$ cat config.mk
export PLATFORM = sky130hd
export DESIGN_NAME = contour_fingertip_peak_finder
export DESIGN_NICKNAME = d
export VERILOG_FILES = /design/src/cfpf_pkg.sv /design/src/cfpf_tip_cell.sv /design/src/cfpf_tip_chain.sv /design/src/contour_fingertip_peak_finder.sv
export SDC_FILE = /design/constraint.sdc
export NUM_CORES = 1
export LEC_CHECK = 0
export BUFFER_PORTS_ARGS = -buffer_cell sky130_fd_sc_hd__buf_2
export CORE_UTILIZATION = 30
export DETAILED_ROUTE_END_ITERATION = 10
export MAX_ROUTING_LAYER = met4
export PLACE_DENSITY = 0.49
export SYNTH_ARGS = -nofsm -noshare
export SYNTH_HDL_FRONTEND = slang
export SYNTH_SLANG_ARGS = --single-unit
$ cat constraint.sdc
create_clock -name clock -period 9.02 [get_ports clock]
set_clock_uncertainty 0.2 [all_clocks]
set_input_delay 0.902 -clock clock [delete_from_list [all_inputs] [get_ports clock]]
set_output_delay 0.902 -clock clock [all_outputs]
set_load 0.02 [all_outputs]
$ cat src/cfpf_pkg.sv
// ----------------------------------------------------------------------------
// cfpf_pkg
// Shared types and constants for the contour fingertip peak finder.
// ----------------------------------------------------------------------------
package cfpf_pkg;

   localparam int CSR_ADDR_BITS = 2;
   typedef logic [CSR_ADDR_BITS-1:0] csr_addr_type;

   // register indexes
   localparam csr_addr_type CSR_CENTER_X       = 2'd0;
   localparam csr_addr_type CSR_CENTER_Y       = 2'd1;
   localparam csr_addr_type CSR_HOLD_LIMIT     = 2'd2;
   localparam csr_addr_type CSR_MIN_SEPARATION = 2'd3;

   localparam int HOLD_BITS = 8;
   typedef logic [HOLD_BITS-1:0] hold_type;

   localparam hold_type HOLD_LIMIT_RESET = 8'd40;
   localparam int       MIN_SEP_RESET    = 20;

endpackage

$ cat src/cfpf_tip_cell.sv
// ----------------------------------------------------------------------------
// cfpf_tip_cell
// One slot of the tip list: holds a tip column, shifts it on a push and
// folds its own closeness test into the running near flag.
// ----------------------------------------------------------------------------
module cfpf_tip_cell #(
   parameter int COORD_BITS = 12
) (
   input  logic                  clock,
   input  logic                  shift_en,
   input  logic                  active,
   input  logic                  near_prev,
   input  logic [COORD_BITS-1:0] prev_col,
   input  logic [COORD_BITS-1:0] cand_x,
   input  logic [COORD_BITS-1:0] min_sep,
   output logic [COORD_BITS-1:0] next_col,
   output logic                  near_next
);

   logic [COORD_BITS-1:0] col_ff;
   logic [COORD_BITS-1:0] col_in;
   logic [COORD_BITS-1:0] diff;

   assign col_in = shift_en ? prev_col : col_ff;

   always_ff @(posedge clock) begin
      col_ff <= col_in;
   end

   assign diff      = (col_ff > cand_x) ? (col_ff - cand_x) : (cand_x - col_ff);
   assign next_col  = col_ff;
   assign near_next = near_prev | (active & (diff < min_sep));

endmodule

$ cat src/cfpf_tip_chain.sv
// ----------------------------------------------------------------------------
// cfpf_tip_chain
// Row of tip cells. A push shifts every column one cell down the row and
// loads the candidate into the first cell; only the first tip_count cells
// take part in the closeness test.
// ----------------------------------------------------------------------------
module cfpf_tip_chain #(
   parameter int MAX_TIPS   = 8,
   parameter int COORD_BITS = 12,
   parameter int CNT_BITS   = 4
) (
   input  logic                  clock,
   input  logic                  push,
   input  logic [CNT_BITS-1:0]   tip_count,
   input  logic [COORD_BITS-1:0] cand_x,
   input  logic [COORD_BITS-1:0] min_sep,
   output logic                  near
);

   logic [COORD_BITS-1:0] col_link  [MAX_TIPS+1];
   logic                  near_link [MAX_TIPS+1];

   assign col_link[0]  = cand_x;
   assign near_link[0] = 1'b0;

   for (genvar i = 0; i < MAX_TIPS; i++) begin : g_cell
      cfpf_tip_cell #(
         .COORD_BITS(COORD_BITS)
      ) u_cell (
         .clock     (clock),
         .shift_en  (push),
         .active    (tip_count > CNT_BITS'(i)),
         .near_prev (near_link[i]),
         .prev_col  (col_link[i]),
         .cand_x    (cand_x),
         .min_sep   (min_sep),
         .next_col  (col_link[i+1]),
         .near_next (near_link[i+1])
      );
   end

   assign near = near_link[MAX_TIPS];

endmodule

$ cat src/contour_fingertip_peak_finder.sv
// ----------------------------------------------------------------------------
// contour_fingertip_peak_finder
// Tracks the farthest contour point from the palm center and turns held
// peaks into fingertips, kept in a short row of tip cells.
// ----------------------------------------------------------------------------
//  channel | ports        | payload
//  --------+--------------+---------------------------------------------
//  in      | req_t*       | tdata: point_x, point_y; tuser: new_contour
//  out     | rsp_t*       | tdata: tip_x, tip_y, tip_slot
//  config  | csr_*        | write only: index, data
//
// A word passes the steps accept, diff, square and update; a word that judges a
// peak also takes the judge step, the near test along the tip cells.
// The two 12x12 squares are registered before the sum and compare.
// A result waiting on rsp holds the judge cycle only when a new tip is ready.
// Reset clears peak, counter, tip count and loads the register defaults.
// ----------------------------------------------------------------------------
module contour_fingertip_peak_finder
   import cfpf_pkg::*;
#(
   parameter int MAX_TIPS   = 8,
   parameter int COORD_BITS = 12
) (
   input  logic                                  clock,
   input  logic                                  reset,
   input  logic                                  req_tvalid,
   output logic                                  req_tready,
   input  logic [((2*COORD_BITS+7)/8)*8-1:0]     req_tdata,  // point_x, point_y
   input  logic                                  req_tuser,  // new_contour
   output logic                                  rsp_tvalid,
   input  logic                                  rsp_tready,
   // tip_x, tip_y, tip_slot
   output logic [((2*COORD_BITS+((MAX_TIPS > 1) ? $clog2(MAX_TIPS) : 1)+7)/8)*8-1:0]
                                                 rsp_tdata,
   input  logic                                  csr_we,
   input  csr_addr_type                          csr_addr,
   input  logic [((COORD_BITS > HOLD_BITS) ? COORD_BITS : HOLD_BITS)-1:0] csr_wdata
);

   localparam int W         = COORD_BITS;
   localparam int SLOT_BITS = (MAX_TIPS > 1) ? $clog2(MAX_TIPS) : 1;
   localparam int CNT_BITS  = $clog2(MAX_TIPS + 1);
   localparam int DIST_BITS = 2 * W + 1;
   localparam int RSP_BITS  = ((2 * W + SLOT_BITS + 7) / 8) * 8;

   localparam logic [2:0] ST_IDLE  = 3'd0;
   localparam logic [2:0] ST_DIFF  = 3'd1;
   localparam logic [2:0] ST_SQ    = 3'd2;
   localparam logic [2:0] ST_UPD   = 3'd3;
   localparam logic [2:0] ST_JUDGE = 3'd4;

   logic [2:0]           state_ff, state_in;
   logic [W-1:0]         center_x_ff, center_x_in;
   logic [W-1:0]         center_y_ff, center_y_in;
   hold_type             hold_limit_ff, hold_limit_in;
   logic [W-1:0]         min_sep_ff, min_sep_in;

   logic [W-1:0]         px_ff, px_in;
   logic [W-1:0]         py_ff, py_in;
   logic                 nc_ff, nc_in;
   logic [W-1:0]         dx_ff, dx_in;
   logic [W-1:0]         dy_ff, dy_in;
   logic [2*W-1:0]       sqx_ff, sqx_in;
   logic [2*W-1:0]       sqy_ff, sqy_in;

   logic [DIST_BITS-1:0] peak_dist_ff, peak_dist_in;
   hold_type             hold_cnt_ff, hold_cnt_in;
   logic [W-1:0]         peak_x_ff, peak_x_in;
   logic [W-1:0]         peak_y_ff, peak_y_in;
   logic [CNT_BITS-1:0]  tip_count_ff, tip_count_in;

   logic                 rsp_valid_ff, rsp_valid_in;
   logic [W-1:0]         tip_x_ff, tip_x_in;
   logic [W-1:0]         tip_y_ff, tip_y_in;
   logic [SLOT_BITS-1:0] tip_slot_ff, tip_slot_in;

   logic [DIST_BITS-1:0] point_dist;
   logic [DIST_BITS-1:0] cur_peak;
   logic [DIST_BITS-1:0] new_peak;
   hold_type             cur_cnt;
   logic [HOLD_BITS:0]   next_cnt;
   logic [W-1:0]         base_x, base_y, new_x, new_y;
   logic                 near, full, push;

   // ---------------------------------------------------------------- config
   always_comb begin
      center_x_in   = center_x_ff;
      center_y_in   = center_y_ff;
      hold_limit_in = hold_limit_ff;
      min_sep_in    = min_sep_ff;
      if (csr_we) begin
         case (csr_addr)
            CSR_CENTER_X:       center_x_in   = csr_wdata[W-1:0];
            CSR_CENTER_Y:       center_y_in   = csr_wdata[W-1:0];
            CSR_HOLD_LIMIT:     hold_limit_in = csr_wdata[HOLD_BITS-1:0];
            CSR_MIN_SEPARATION: min_sep_in    = csr_wdata[W-1:0];
            default: ;
         endcase
      end
   end

   // ---------------------------------------------------------------- datapath
   assign point_dist = DIST_BITS'(sqx_ff) + DIST_BITS'(sqy_ff);
   assign cur_peak   = nc_ff ? '0 : peak_dist_ff;
   assign cur_cnt    = nc_ff ? '0 : hold_cnt_ff;
   assign base_x     = nc_ff ? px_ff : peak_x_ff;
   assign base_y     = nc_ff ? py_ff : peak_y_ff;
   assign new_peak   = (point_dist > cur_peak) ? point_dist : cur_peak;
   assign new_x      = (point_dist > cur_peak) ? px_ff : base_x;
   assign new_y      = (point_dist > cur_peak) ? py_ff : base_y;
   assign next_cnt   = {1'b0, cur_cnt} + (HOLD_BITS+1)'(1);

   assign full = tip_count_ff >= CNT_BITS'(MAX_TIPS);

   cfpf_tip_chain #(
      .MAX_TIPS  (MAX_TIPS),
      .COORD_BITS(W),
      .CNT_BITS  (CNT_BITS)
   ) u_chain (
      .clock     (clock),
      .push      (push),
      .tip_count (tip_count_ff),
      .cand_x    (peak_x_ff),
      .min_sep   (min_sep_ff),
      .near      (near)
   );

   always_comb begin
      state_in     = state_ff;
      px_in        = px_ff;
      py_in        = py_ff;
      nc_in        = nc_ff;
      dx_in        = dx_ff;
      dy_in        = dy_ff;
      sqx_in       = sqx_ff;
      sqy_in       = sqy_ff;
      peak_dist_in = peak_dist_ff;
      hold_cnt_in  = hold_cnt_ff;
      peak_x_in    = peak_x_ff;
      peak_y_in    = peak_y_ff;
      tip_count_in = tip_count_ff;
      tip_x_in     = tip_x_ff;
      tip_y_in     = tip_y_ff;
      tip_slot_in  = tip_slot_ff;
      rsp_valid_in = rsp_valid_ff & ~rsp_tready;
      push         = 1'b0;

      case (state_ff)
         ST_IDLE: begin
            if (req_tvalid) begin
               px_in    = req_tdata[W-1:0];
               py_in    = req_tdata[2*W-1:W];
               nc_in    = req_tuser;
               state_in = ST_DIFF;
            end
         end
         ST_DIFF: begin
            dx_in    = (px_ff > center_x_ff) ? (px_ff - center_x_ff) : (center_x_ff - px_ff);
            dy_in    = (py_ff > center_y_ff) ? (py_ff - center_y_ff) : (center_y_ff - py_ff);
            state_in = ST_SQ;
         end
         ST_SQ: begin
            sqx_in   = (2*W)'(dx_ff) * (2*W)'(dx_ff);
            sqy_in   = (2*W)'(dy_ff) * (2*W)'(dy_ff);
            state_in = ST_UPD;
         end
         ST_UPD: begin
            if (nc_ff) begin
               tip_count_in = '0;
            end
            peak_x_in    = new_x;
            peak_y_in    = new_y;
            peak_dist_in = new_peak;
            hold_cnt_in  = cur_cnt;
            state_in     = ST_IDLE;
            if (point_dist != new_peak) begin
               if (next_cnt <= {1'b0, hold_limit_ff}) begin
                  hold_cnt_in = next_cnt[HOLD_BITS-1:0];
               end else begin
                  // held peak is judged when its y is at most center_y; peak position stays for a rerun
                  hold_cnt_in  = '0;
                  peak_dist_in = '0;
                  if (new_y <= center_y_ff) begin
                     state_in = ST_JUDGE;
                  end
               end
            end
         end
         ST_JUDGE: begin
            if (near || full) begin
               state_in = ST_IDLE;
            end else if (!rsp_valid_ff || rsp_tready) begin
               push         = 1'b1;
               rsp_valid_in = 1'b1;
               tip_x_in     = peak_x_ff;
               tip_y_in     = peak_y_ff;
               tip_slot_in  = tip_count_ff[SLOT_BITS-1:0];
               tip_count_in = tip_count_ff + CNT_BITS'(1);
               state_in     = ST_IDLE;
            end
         end
         default: state_in = ST_IDLE;
      endcase
   end

   // ---------------------------------------------------------------- registers
   always_ff @(posedge clock) begin
      if (reset) begin
         state_ff      <= ST_IDLE;
         center_x_ff   <= '0;
         center_y_ff   <= '0;
         hold_limit_ff <= HOLD_LIMIT_RESET;
         min_sep_ff    <= W'(MIN_SEP_RESET);
         peak_dist_ff  <= '0;
         hold_cnt_ff   <= '0;
         peak_x_ff     <= '0;
         peak_y_ff     <= '0;
         tip_count_ff  <= '0;
         rsp_valid_ff  <= 1'b0;
      end else begin
         state_ff      <= state_in;
         center_x_ff   <= center_x_in;
         center_y_ff   <= center_y_in;
         hold_limit_ff <= hold_limit_in;
         min_sep_ff    <= min_sep_in;
         peak_dist_ff  <= peak_dist_in;
         hold_cnt_ff   <= hold_cnt_in;
         peak_x_ff     <= peak_x_in;
         peak_y_ff     <= peak_y_in;
         tip_count_ff  <= tip_count_in;
         rsp_valid_ff  <= rsp_valid_in;
      end
   end

   always_ff @(posedge clock) begin
      px_ff       <= px_in;
      py_ff       <= py_in;
      nc_ff       <= nc_in;
      dx_ff       <= dx_in;
      dy_ff       <= dy_in;
      sqx_ff      <= sqx_in;
      sqy_ff      <= sqy_in;
      tip_x_ff    <= tip_x_in;
      tip_y_ff    <= tip_y_in;
      tip_slot_ff <= tip_slot_in;
   end

   assign req_tready = (state_ff == ST_IDLE);
   assign rsp_tvalid = rsp_valid_ff;
   assign rsp_tdata  = RSP_BITS'({tip_slot_ff, tip_y_ff, tip_x_ff});

endmodule
== Yosys cells after proc, flatten, opt, wreduce, memory -nomap -nowiden ==
Index checks and enable logic that the tools add are counted.

* Add/sub/neg operators: 23
* $mul: 2
* Divide/modulo/power cells: 0
* Magnitude comparators: 30
* Equality and inequality tests: 13
* Shift-type cells: 0
* Muxes and demuxes: 38
* Bitwise operators: 18
* Reduce and logical (&&, ||, !) cells: 16

{| class="wikitable"
|+ Operators with widths
! kind !! count
|-
| $sub A12 B12 Y12 || 20
|-
| $mux W12 || 14
|-
| $gt A12 B12 Y1 || 10
|-
| $mux W25 || 4
|-
| $lt A12 B12 Y1 || 8
|-
| $mul A12 B12 Y24 || 2
|-
| $add A24 B24 Y25 || 1
|-
| $gt A25 B25 Y1 || 1
|-
| $ne A25 B25 Y1 || 1
|-
| $mux W8 || 3
|-
| $mux W3 || 6
|-
| $gt A4 B3 Y1 const B || 4
|-
| $pmux W3 S5 || 1
|-
| $reduce_and A2 Y1 || 7
|-
| $le A12 B12 Y1 || 1
|-
| $mux W4 || 3
|-
| $add A8 B1 Y9 const B || 1
|-
| $and A1 B1 Y1 || 9
|-
| $le A9 B8 Y1 || 1
|-
| $gt A4 B1 Y1 const B || 2
|-
| $gt A4 B2 Y1 const B || 2
|-
| $ne A2 B2 Y1 const B || 4
|-
| $pmux W4 S2 || 1
|-
| $or A1 B1 Y1 || 7
|-
| other kinds (17) || 27
|}

* Bits in registers: 329
* Bits in latches: 0
* Bits in writable memories: 0
* ROM bits: 0
* Bits of input ports: 44
* Output and inout port bits: 34
* Word-level logic and storage cells: 169
* Memories kept: 0

== Depth between registers and ports, before layout ==
Gate-level depths: netlist of run 1.

* Depth in word-level cells: 14
* Gate-level depth with buffers: 31

== Cells and area by module ==
A second synthesis of run 1 with hierarchy kept.

* Cell total of the unflattened synthesis: 3831
* Area, all modules: 34536.9 um2

{| class="wikitable"
|+ Modules (own cells, without submodules)
! module !! instances !! cells an instance !! area each (um2) !! seq. area each (um2)
|-
| contour_fingertip_peak_finder || 1 || 2203 || 20566.0 || 5845.6
|-
| cfpf_tip_cell (u_chain.g_cell[1].u_cell ...) || 5 || 201 || 1695.4 || 360.3
|-
| cfpf_tip_cell (u_chain.g_cell[0].u_cell ...) || 2 || 206 || 1811.7 || 360.3
|-
| cfpf_tip_cell (u_chain.g_cell[3].u_cell) || 1 || 201 || 1803.0 || 360.3
|-
| cfpf_tip_chain || 1 || 10 || 67.6 || 0.0
|}

== Worst setup path before layout of run 1 ==
OpenSTA, ideal clock, no wires.

* Kind: flip-flop to flip-flop
* Start: reg peak_x_ff[1]
* End: reg tip_slot_ff[0], enable pin
* Library setup time: 453 ps
* Data arrival time: 7360 ps
* Data required time: 8367 ps
* Slack: 1008 ps
* Stages on the path, launching flop included: 22
* Period minus slack after synthesis: 8012 ps
* Cell sequence: dfxtp_1 > inv_1 > fa_1 > a21oi_1 > o21bai_1 > a21oi_1 > nor2_1 > o41ai_1 > o22ai_1 > o31ai_2 > clkbuf_1 > mux2i_1 > o21ai_0 > xor2_1 > ha_1 > o31a_1 > o21ai_0 > a2111oi_0 > o2111a_1 > and3_1 > nand4_1 > inv_1

* Cells in the longest elaborated chain, start to end: 14
* Elaborated cells on any way between the ends: 58
* Classes of those cells: 16 x add/sub; 16 x order compare; 8 x mux; 16 x bitwise; 2 x reduce/logical

{| class="wikitable"
|+ RTL lines
! element !! line !! source
|-
| from (decl) || contour_fingertip_peak_finder.sv:68 || <nowiki>logic [W-1:0] peak_x_ff, peak_x_in;</nowiki>
|-
| from (signal assigned) || contour_fingertip_peak_finder.sv:228 || <nowiki>peak_x_ff <= peak_x_in;</nowiki>
|-
| $sub A12 B12 Y12 / $gt A12 B12 Y1 (equally long branches) || cfpf_tip_cell.sv:30 || <nowiki>assign diff = (col_ff > cand_x) ? (col_ff - cand_x) : (cand_x - col_ff);</nowiki>
|-
| $mux W12 || cfpf_tip_cell.sv:30 ||
|-
| $lt A12 B12 Y1 || cfpf_tip_cell.sv:32 || <nowiki>assign near_next = near_prev | (active & (diff < min_sep));</nowiki>
|-
| $and A1 B1 Y1 || cfpf_tip_cell.sv:32 ||
|-
| $or A1 B1 Y1 (6 in a row) || cfpf_tip_cell.sv:32 ||
|-
| $or A1 B1 Y1 * || cfpf_tip_cell.sv:32 ||
|-
| $logic_or A1 B1 Y1 * || contour_fingertip_peak_finder.sv:190 || <nowiki>if (near || full) begin</nowiki>
|-
| $not A1 Y1 (no source line) * || -- ||
|-
| $reduce_and A3 Y1 (no source line) * || -- ||
|-
| to (signal assigned) || contour_fingertip_peak_finder.sv:245 || <nowiki>tip_slot_ff <= tip_slot_in;</nowiki>
|-
| to (decl) || contour_fingertip_peak_finder.sv:75 || <nowiki>logic [SLOT_BITS-1:0] tip_slot_ff, tip_slot_in;</nowiki>
|}

Mark *: on every way between the ends. The rest lies on a longest branch, timed or not.
A chain may end at the register's enable or synchronous reset.

== Worst setup path after layout of run 1 ==
* Start: reg peak_x_ff[1]
* End: reg u_chain.g_cell[3].u_cell.col_ff[5], enable pin

* Cells in the longest elaborated chain, start to end: 14
* Elaborated cells on any way between the ends: 58
* Classes of those cells: 16 x add/sub; 16 x order compare; 10 x mux; 15 x bitwise; 1 x reduce/logical

{| class="wikitable"
|+ RTL lines
! element !! line !! source
|-
| $sub A12 B12 Y12 / $gt A12 B12 Y1 (equally long branches) || cfpf_tip_cell.sv:30 ||
|-
| $mux W12 || cfpf_tip_cell.sv:30 ||
|-
| $lt A12 B12 Y1 || cfpf_tip_cell.sv:32 ||
|-
| $and A1 B1 Y1 || cfpf_tip_cell.sv:32 ||
|-
| $or A1 B1 Y1 (6 in a row) || cfpf_tip_cell.sv:32 ||
|-
| $or A1 B1 Y1 * || cfpf_tip_cell.sv:32 ||
|-
| $logic_or A1 B1 Y1 * || contour_fingertip_peak_finder.sv:190 ||
|-
| $mux W1 * || contour_fingertip_peak_finder.sv:190 ||
|-
| $mux W1 * || contour_fingertip_peak_finder.sv:148 || <nowiki>case (state_ff)</nowiki>
|-
| net push || contour_fingertip_peak_finder.sv:83 || <nowiki>logic near, full, push;</nowiki>
|-
| to (signal assigned) || cfpf_tip_cell.sv:27 || <nowiki>col_ff <= col_in;</nowiki>
|-
| to (decl) || cfpf_tip_cell.sv:20 || <nowiki>logic [COORD_BITS-1:0] col_ff;</nowiki>
|}

The timed path passes the listed nets; every way through them passes the cells marked *.

==> results of run 1 <==
[layer usage]
metal	share of wire, %	global-route usage [%]	vias to the layer above
li1	-	-	12082
met1	46	23.0	11955
met2	48	30.2	427
met3	3.5	1.89	118
met4	2.9	5.36	0
met5	0	-	-
[Yosys cell counts, drive strengths merged, types with 43 or more instances]
cell / n / share of area (%)
a21o: 108 / 2.5
a21oi: 273 / 4.3
and2: 110 / 2.2
clkbuf: 95 / 1.1
dfxtp: 109 / 6.9
edfxtp: 194 / 18
fa: 174 / 11
ha: 473 / 19
inv: 436 / 5.1
mux2i: 81 / 2.5
nand2: 271 / 3.2
nand3: 54 / 0.85
nor2: 192 / 2.3
nor2b: 45 / 0.88
nor3: 52 / 0.83
o21a: 43 / 1.0
o21ai: 132 / 2.1
xnor2: 102 / 2.8
xor2: 55 / 1.5
[final timing paths]
path | cells past startpoint | slack [ns] | endpoint
min reg2reg | 2 | 0.25 | peak_dist_ff[5]$_SDFFE_PP0P_
max | 25 | 1.34 | u_chain.g_cell[3].u_cell.next_col[5]$_DFFE_PP_
max reg2reg | 25 | 1.34 | u_chain.g_cell[3].u_cell.next_col[5]$_DFFE_PP_
min | 2 | 0.25 | peak_dist_ff[5]$_SDFFE_PP0P_
[cell type report]
cell class / count / area (um2) / area share, %
clock inverters: 19 / 156 / 0.448
clock buffers: 48 / 1080 / 3.10
inverters: 436 / 1640 / 4.70
multi-input cells: 2610 / 21700 / 62.2
diodes: 8 / 20.0 / 0.0574
well taps: 1391 / 1740 / 4.99
flip-flops and latches: 303 / 8010 / 22.9
repair buffers: 97 / 563 / 1.61
[sequential cells by signal, summed over array words and instances, names as in the netlist, 12 cells and up]
| register | flops |
|---|---|
| u_chain.g_cell.u_cell.next_col | 72 |
| peak_dist_ff | 25 |
| sqx_ff | 23 |
| sqy_ff | 23 |
| center_x_ff | 12 |
| center_y_ff | 12 |
| dx_ff | 12 |
| dy_ff | 12 |
| min_sep_ff | 12 |
| peak_x_ff | 12 |
| peak_y_ff | 12 |
| px_ff | 12 |
| py_ff | 12 |
| tip_x_ff | 12 |
| tip_y_ff | 12 |
[metrics by stage]
step / cells / total power, mW
floorplan: 3477 / 7.02
global placement: 4837 / 8.45
detailed placement: 4837 / 8.45
CTS: 4904 / 10.1
global route: 4907 / 11.0
finish: 4912 / 9.93
[report_power, final]
part	switching (mW)	total, mW	internal [mW]
Combinational	3.68	6.41	2.73
Sequential	0.125	1.97	1.85
Clock	0.658	1.54	0.886
Total	4.46	9.93	5.47
[kinds of logic (layout without fill, tap and decap cells)]
kind of cell / count (synthesis) / after routing / synth area share [%]
other: 1 / 13 / 0.0118
DFF: 303 / 303 / 25.1
xor gates and xnor gates: 160 / 160 / 4.54
adders and majority gates: 647 / 647 / 29.5
and+or+nand+nor: 869 / 869 / 13.3
AOI/OAI and AO/OA: 818 / 818 / 17.0
muxes: 111 / 111 / 3.61
buffers and inverters: 564 / 600 / 6.91
[worst max-delay path, stage by stage, from the launching register on]
cell,delay (ns)
dfxtp_1,0.31
buf_4,0.28
inv_1,0.43
fa_1,0.58
a21oi_1,0.17
o21bai_1,0.10
a21oi_1,0.16
nor2_1,0.10
o41ai_1,0.37
o22ai_1,0.17
o31ai_2,0.79
mux2_2,0.44
o21ai_0,0.16
a21oi_1,0.10
xnor2_1,0.14
ha_1,0.30
o21a_1,0.12
o21ai_0,0.06
a21oi_1,0.16
o21a_1,0.13
o21ai_0,0.08
a21oi_1,0.32
and3_1,0.29
nand4_1,0.33
inv_4,0.62
buf_12,0.36
==> impl_metrics.yaml, run 1 <==
cells_and_area:
  syn_to_final_growth_pct: 9.59
  fillers: 10969
  final_cell_area_um2: 34900
  fin_nets: 4177
  fin_util_pct: 33.2
  drive_gt1_share_pct: 6.63
  final_common_cell: "ha_1"
  final_cell_mix: "473 x ha_1, 435 x inv_1, 271 x nand2_1, 268 x a21oi_1, 194 x edfxtp_1"
worst_hold_path:
  min_from: "peak_dist_ff[5]$_SDFFE_PP0P_"
  min_path_type: "flop to flop"
cts:
  cts-root-buf: "clkbuf_16"
  cts_setup_buffers: 0
  cts_hold_buf: 0
  cts_tree: "done"
  clkSinkCount: 303
  cts_htree_levels: 2
  cts_resized: 0
  ctsLongestPathBuffers: 3
  clk_latency_ns: 0.59
  path_clk_slew_ns: 0.06
  cts_buffers: 38
place:
  placed_cell_area_um2: 33600
  io_buffers: 72
  hpwlAfterDp_mm: 76.1
  pre_cts_slack_ns: 1.36
  finalWeightedCongestion: 0.931
logic_synthesis:
  seq_area_frac_synth_pct: 25.1
  synth_area_um2: 31800
  synthFlopType: "edfxtp_1"
  yosys_warnings: 0
  ys_seq_elements: 303
  synth_cell_types: 91
  syn_area_per_cell_um2: 9.17
  netlist_instances: 3473
  synth_edf_count: 194
  synthArstFlopShare_pct: 0
route:
  wl_per_cell_um: 19.2
  ant_nets: 0
  remaining_drc_errors: 0
  drt-pass1-iter-count: 7
  routed_via_density: 5.00
  drt-initial-drc-count: 1315
  num_vias: 24582
  postRouteWirelength_mm: 94.4
global_routing:
  grt_max_degree: 56
  grt_pass1_wl_mm: 146
  globalRouteOverflowTotal: 0
  grt_pass1_vias: 24840
  antenna_found_initial: 10
  grt_usage_pct: 18.1
critical_path:
  startpoint_type: "flop"
  crit_arrival_ns: 7.73
  timing.rr.start: "peak_x_ff[1]$_SDFFE_PP0P_"
  startpoint: "peak_x_ff[1]$_SDFFE_PP0P_"
  crit_fanout: 55
  end_kind: "flop"
  cp.required_ns: 9.07
  critPathKind: "flop to flop"
sta:
  final-setup-viol-count: 0
  finalWorstSetupSlack_ns: 1.34
  slew_violations: 0
  grt_setup_unrepaired: "no"
  period_share_pct: 85.2
  holdWs_ns: 0.252
  fin_crit_ns: 7.68
  max_freq_ghz: 0.130
  relSlewSlack_pct: 22.9
  finalHoldViolCount: 0
  setup-tns-final_ns: 0
  max_slew.worst_pin.slew_ns: 1.15
die:
  io_pins: 78
  core_area_um2: 105000
  die_x_um: 328
  start_util_pct: 30.3
  rows: 119
  die_area_um2: 107000
  die_y_um: 328
run:
  maxCapViolCount: 0
pwr:
  leakage_nw: 15.6
  vdd_drop_max_mv: 0.314
  power_density_nw_per_um2: 284
outcome:
  status: "complete, no violations"
Power figures use the tool's default switching activity.
==> inputs of run 2 (changes only) <==
==> constraint.sdc (replaced) <==
create_clock -name clock -period 9.02 [get_ports clock]
set_clock_uncertainty 0.2 [all_clocks]
set_input_delay 0.451 -clock clock [delete_from_list [all_inputs] [get_ports clock]]
set_output_delay 0.451 -clock clock [all_outputs]
set_load 0.02 [all_outputs]
==> run 2 against run 1 <==
Compared with the run above:
- sequential cell count did not move
- worst setup slack improved by 0.0098 ns
- global-route usage about the same
- first-iteration DRC count up 1.1%
- die area stayed put
- cell area up 0.76%
- routed wire length grew 0.42%
- sequential share of layout area down 0.17 points
- power about the same
- worst hold slack got worse by 0.21 ns
- critical endpoint unchanged
==> impl_metrics.yaml, run 2 (synthesis gave the netlist of run 1 again) <==
sta:
  relSlewSlack_pct: 22.6
  max_freq_ghz: 0.130
  period_share_pct: 85.0
  fin_crit_ns: 7.67
  setup-tns-final_ns: 0
  slew_violations: 0
  finalHoldViolCount: 0
  grt_setup_unrepaired: "no"
  finalWorstSetupSlack_ns: 1.35
  final-setup-viol-count: 0
  max_slew.worst_pin.slew_ns: 1.16
  holdWs_ns: 0.0447
die:
  core_area_um2: 105000
  die_area_um2: 107000
  rows: 119
  start_util_pct: 30.3
  io_pins: 78
  die_x_um: 328
  die_y_um: 328
route:
  drt-pass1-iter-count: 7
  wl_per_cell_um: 19.2
  ant_nets: 0
  drt-initial-drc-count: 1329
  num_vias: 24758
  routed_via_density: 5.01
  postRouteWirelength_mm: 94.8
  remaining_drc_errors: 0
worst_hold_path:
  min_path_type: "primary input to flop"
  hold_depth: 3
critical_path:
  critPathKind: "flop to flop"
  slowest_delay_ns: 0.78
  crit_arrival_ns: 7.73
  cpMaxStageDelayCell: "o31ai_2"
  cp.depth: 24
  crit_chain: "buf_4 > inv_1 > fa_1 > a21oi_1 > o21bai_1 > a21oi_1 > nor2_1 > o41ai_1 > o22ai_1 > o31ai_2 > buf_4 > mux2i_1 > a21oi_1 > o21ai_0 > xor2_1 > ha_1 > o31a_1 > o21ai_0 > a2111oi_0 > o2111a_1 > and3_1 > nand4_1 > inv_4 > buf_12"
  timing.reg2reg.worst_path_depth: 24
  end_kind: "flop"
  crit_path_frequent_cell: "a21oi_1"
  cp.required_ns: 9.07
  critPathTopFamily: "compound AO/OA/AOI/OAI gates"
  path_buf_inv: 5
  crit_fanout: 55
  startpoint_type: "flop"
cells_and_area:
  largest_register_ffs: 72
  fin_nets: 4204
  syn_to_final_growth_pct: 10.4
  drive_gt1_share_pct: 6.58
  final_common_cell: "ha_1"
  final_cell_mix: "473 x ha_1, 435 x inv_1, 271 x nand2_1, 268 x a21oi_1, 194 x edfxtp_1"
  fillers: 10960
global_routing:
  grt_usage_pct: 18.1
  grt_max_degree: 56
  globalRouteOverflowTotal: 0
  grt_pass1_wl_mm: 146
  antenna_found_initial: 8
  grt_pass1_vias: 24977
cts:
  cts_resized: 0
  cts_hold_buf: 27
  cts_tree: "done"
  cts-root-buf: "clkbuf_16"
  cts_buffers: 38
  cts_setup_buffers: 0
  path_clk_slew_ns: 0.07
  clkSinkCount: 303
  ctsLongestPathBuffers: 3
  clk_latency_ns: 0.59
  cts_htree_levels: 2
place:
  finalWeightedCongestion: 0.931
  pre_cts_slack_ns: 1.36
  hpwlAfterDp_mm: 76.1
  io_buffers: 72
outcome:
  status: "complete, no violations"
run:
  maxCapViolCount: 0
pwr:
  power_density_nw_per_um2: 283
  power_mw: 9.94
  vdd_drop_max_mv: 0.313
  leakage_nw: 15.7
==> run 2: changes by cell type in the layout (fill, tap and decap cells not counted) <==
cell and change:
diode_2 -2, dlygate4sd3_1 +27
==> run 2: area by class of cell <==
cell class / instances / area [um2] / area share, %
Multi-Input combinational cell: 2610 / 21700 / 61.7
Sequential cell: 303 / 8010 / 22.8
Tap cell: 1391 / 1740 / 4.95
Inverter: 436 / 1640 / 4.66
Clock buffer: 48 / 1080 / 3.08
Timing Repair Buffer: 124 / 833 / 2.37
Clock inverter: 19 / 156 / 0.445
Antenna cell: 6 / 15.0 / 0.0427
==> run 2: power by group <==
part	leakage, nW	switching [mW]	internal (mW)
clock	0.611	0.657	0.886
sequential	2.66	0.126	1.85
combinational	12.4	3.68	2.74
==> run 2: worst reg2reg max path, cell delays in order, from the launching register on <==
cell,delay (ns)
dfxtp_1,0.31
buf_4,0.28
inv_1,0.44
fa_1,0.58
a21oi_1,0.17
o21bai_1,0.11
a21oi_1,0.16
nor2_1,0.09
o41ai_1,0.38
o22ai_1,0.17
o31ai_2,0.78
buf_4,0.31
mux2i_1,0.21
a21oi_1,0.05
o21ai_0,0.23
xor2_1,0.11
ha_1,0.28
o31a_1,0.20
o21ai_0,0.09
a2111oi_0,0.33
o2111a_1,0.26
and3_1,0.23
nand4_1,0.33
inv_4,0.62
buf_12,0.36
==> run 2: per-layer routing <==
layer | up-vias | routed length (um) | global-route usage (%) | share of wire [%]
met5 | - | 0 | - | 0
met4 | 0 | 2710 | 5.39 | 2.9
met3 | 116 | 3370 | 1.83 | 3.5
met2 | 452 | 45600 | 30.3 | 48
met1 | 12060 | 43100 | 23.0 | 45
li1 | 12130 | - | - | -
==> run 2: through the flow <==
stage                     cell area (um2)  std cells  util [%]
after floorplan                     31900       3477         -
after global placement              33600       4837      32.0
after detailed placement            33600       4837      32.0
after CTS                           35200       4931      33.4
after global routing                35200       4933      33.4
final                               35200       4937      33.4
==> run 2: final timing paths <==
path,endpoint,slack (ns),startpoint
hold reg to reg,peak_dist_ff[5]$_SDFFE_PP0P_,0.25,peak_dist_ff[5]$_SDFFE_PP0P_
setup reg to reg,u_chain.g_cell[3].u_cell.next_col[5]$_DFFE_PP_,1.35,peak_x_ff[1]$_SDFFE_PP0P_
hold / removal,hold_limit_ff[6]$_SDFFE_PP0P_,0.04,csr_wdata[6]
setup / recovery,u_chain.g_cell[3].u_cell.next_col[5]$_DFFE_PP_,1.35,peak_x_ff[1]$_SDFFE_PP0P_
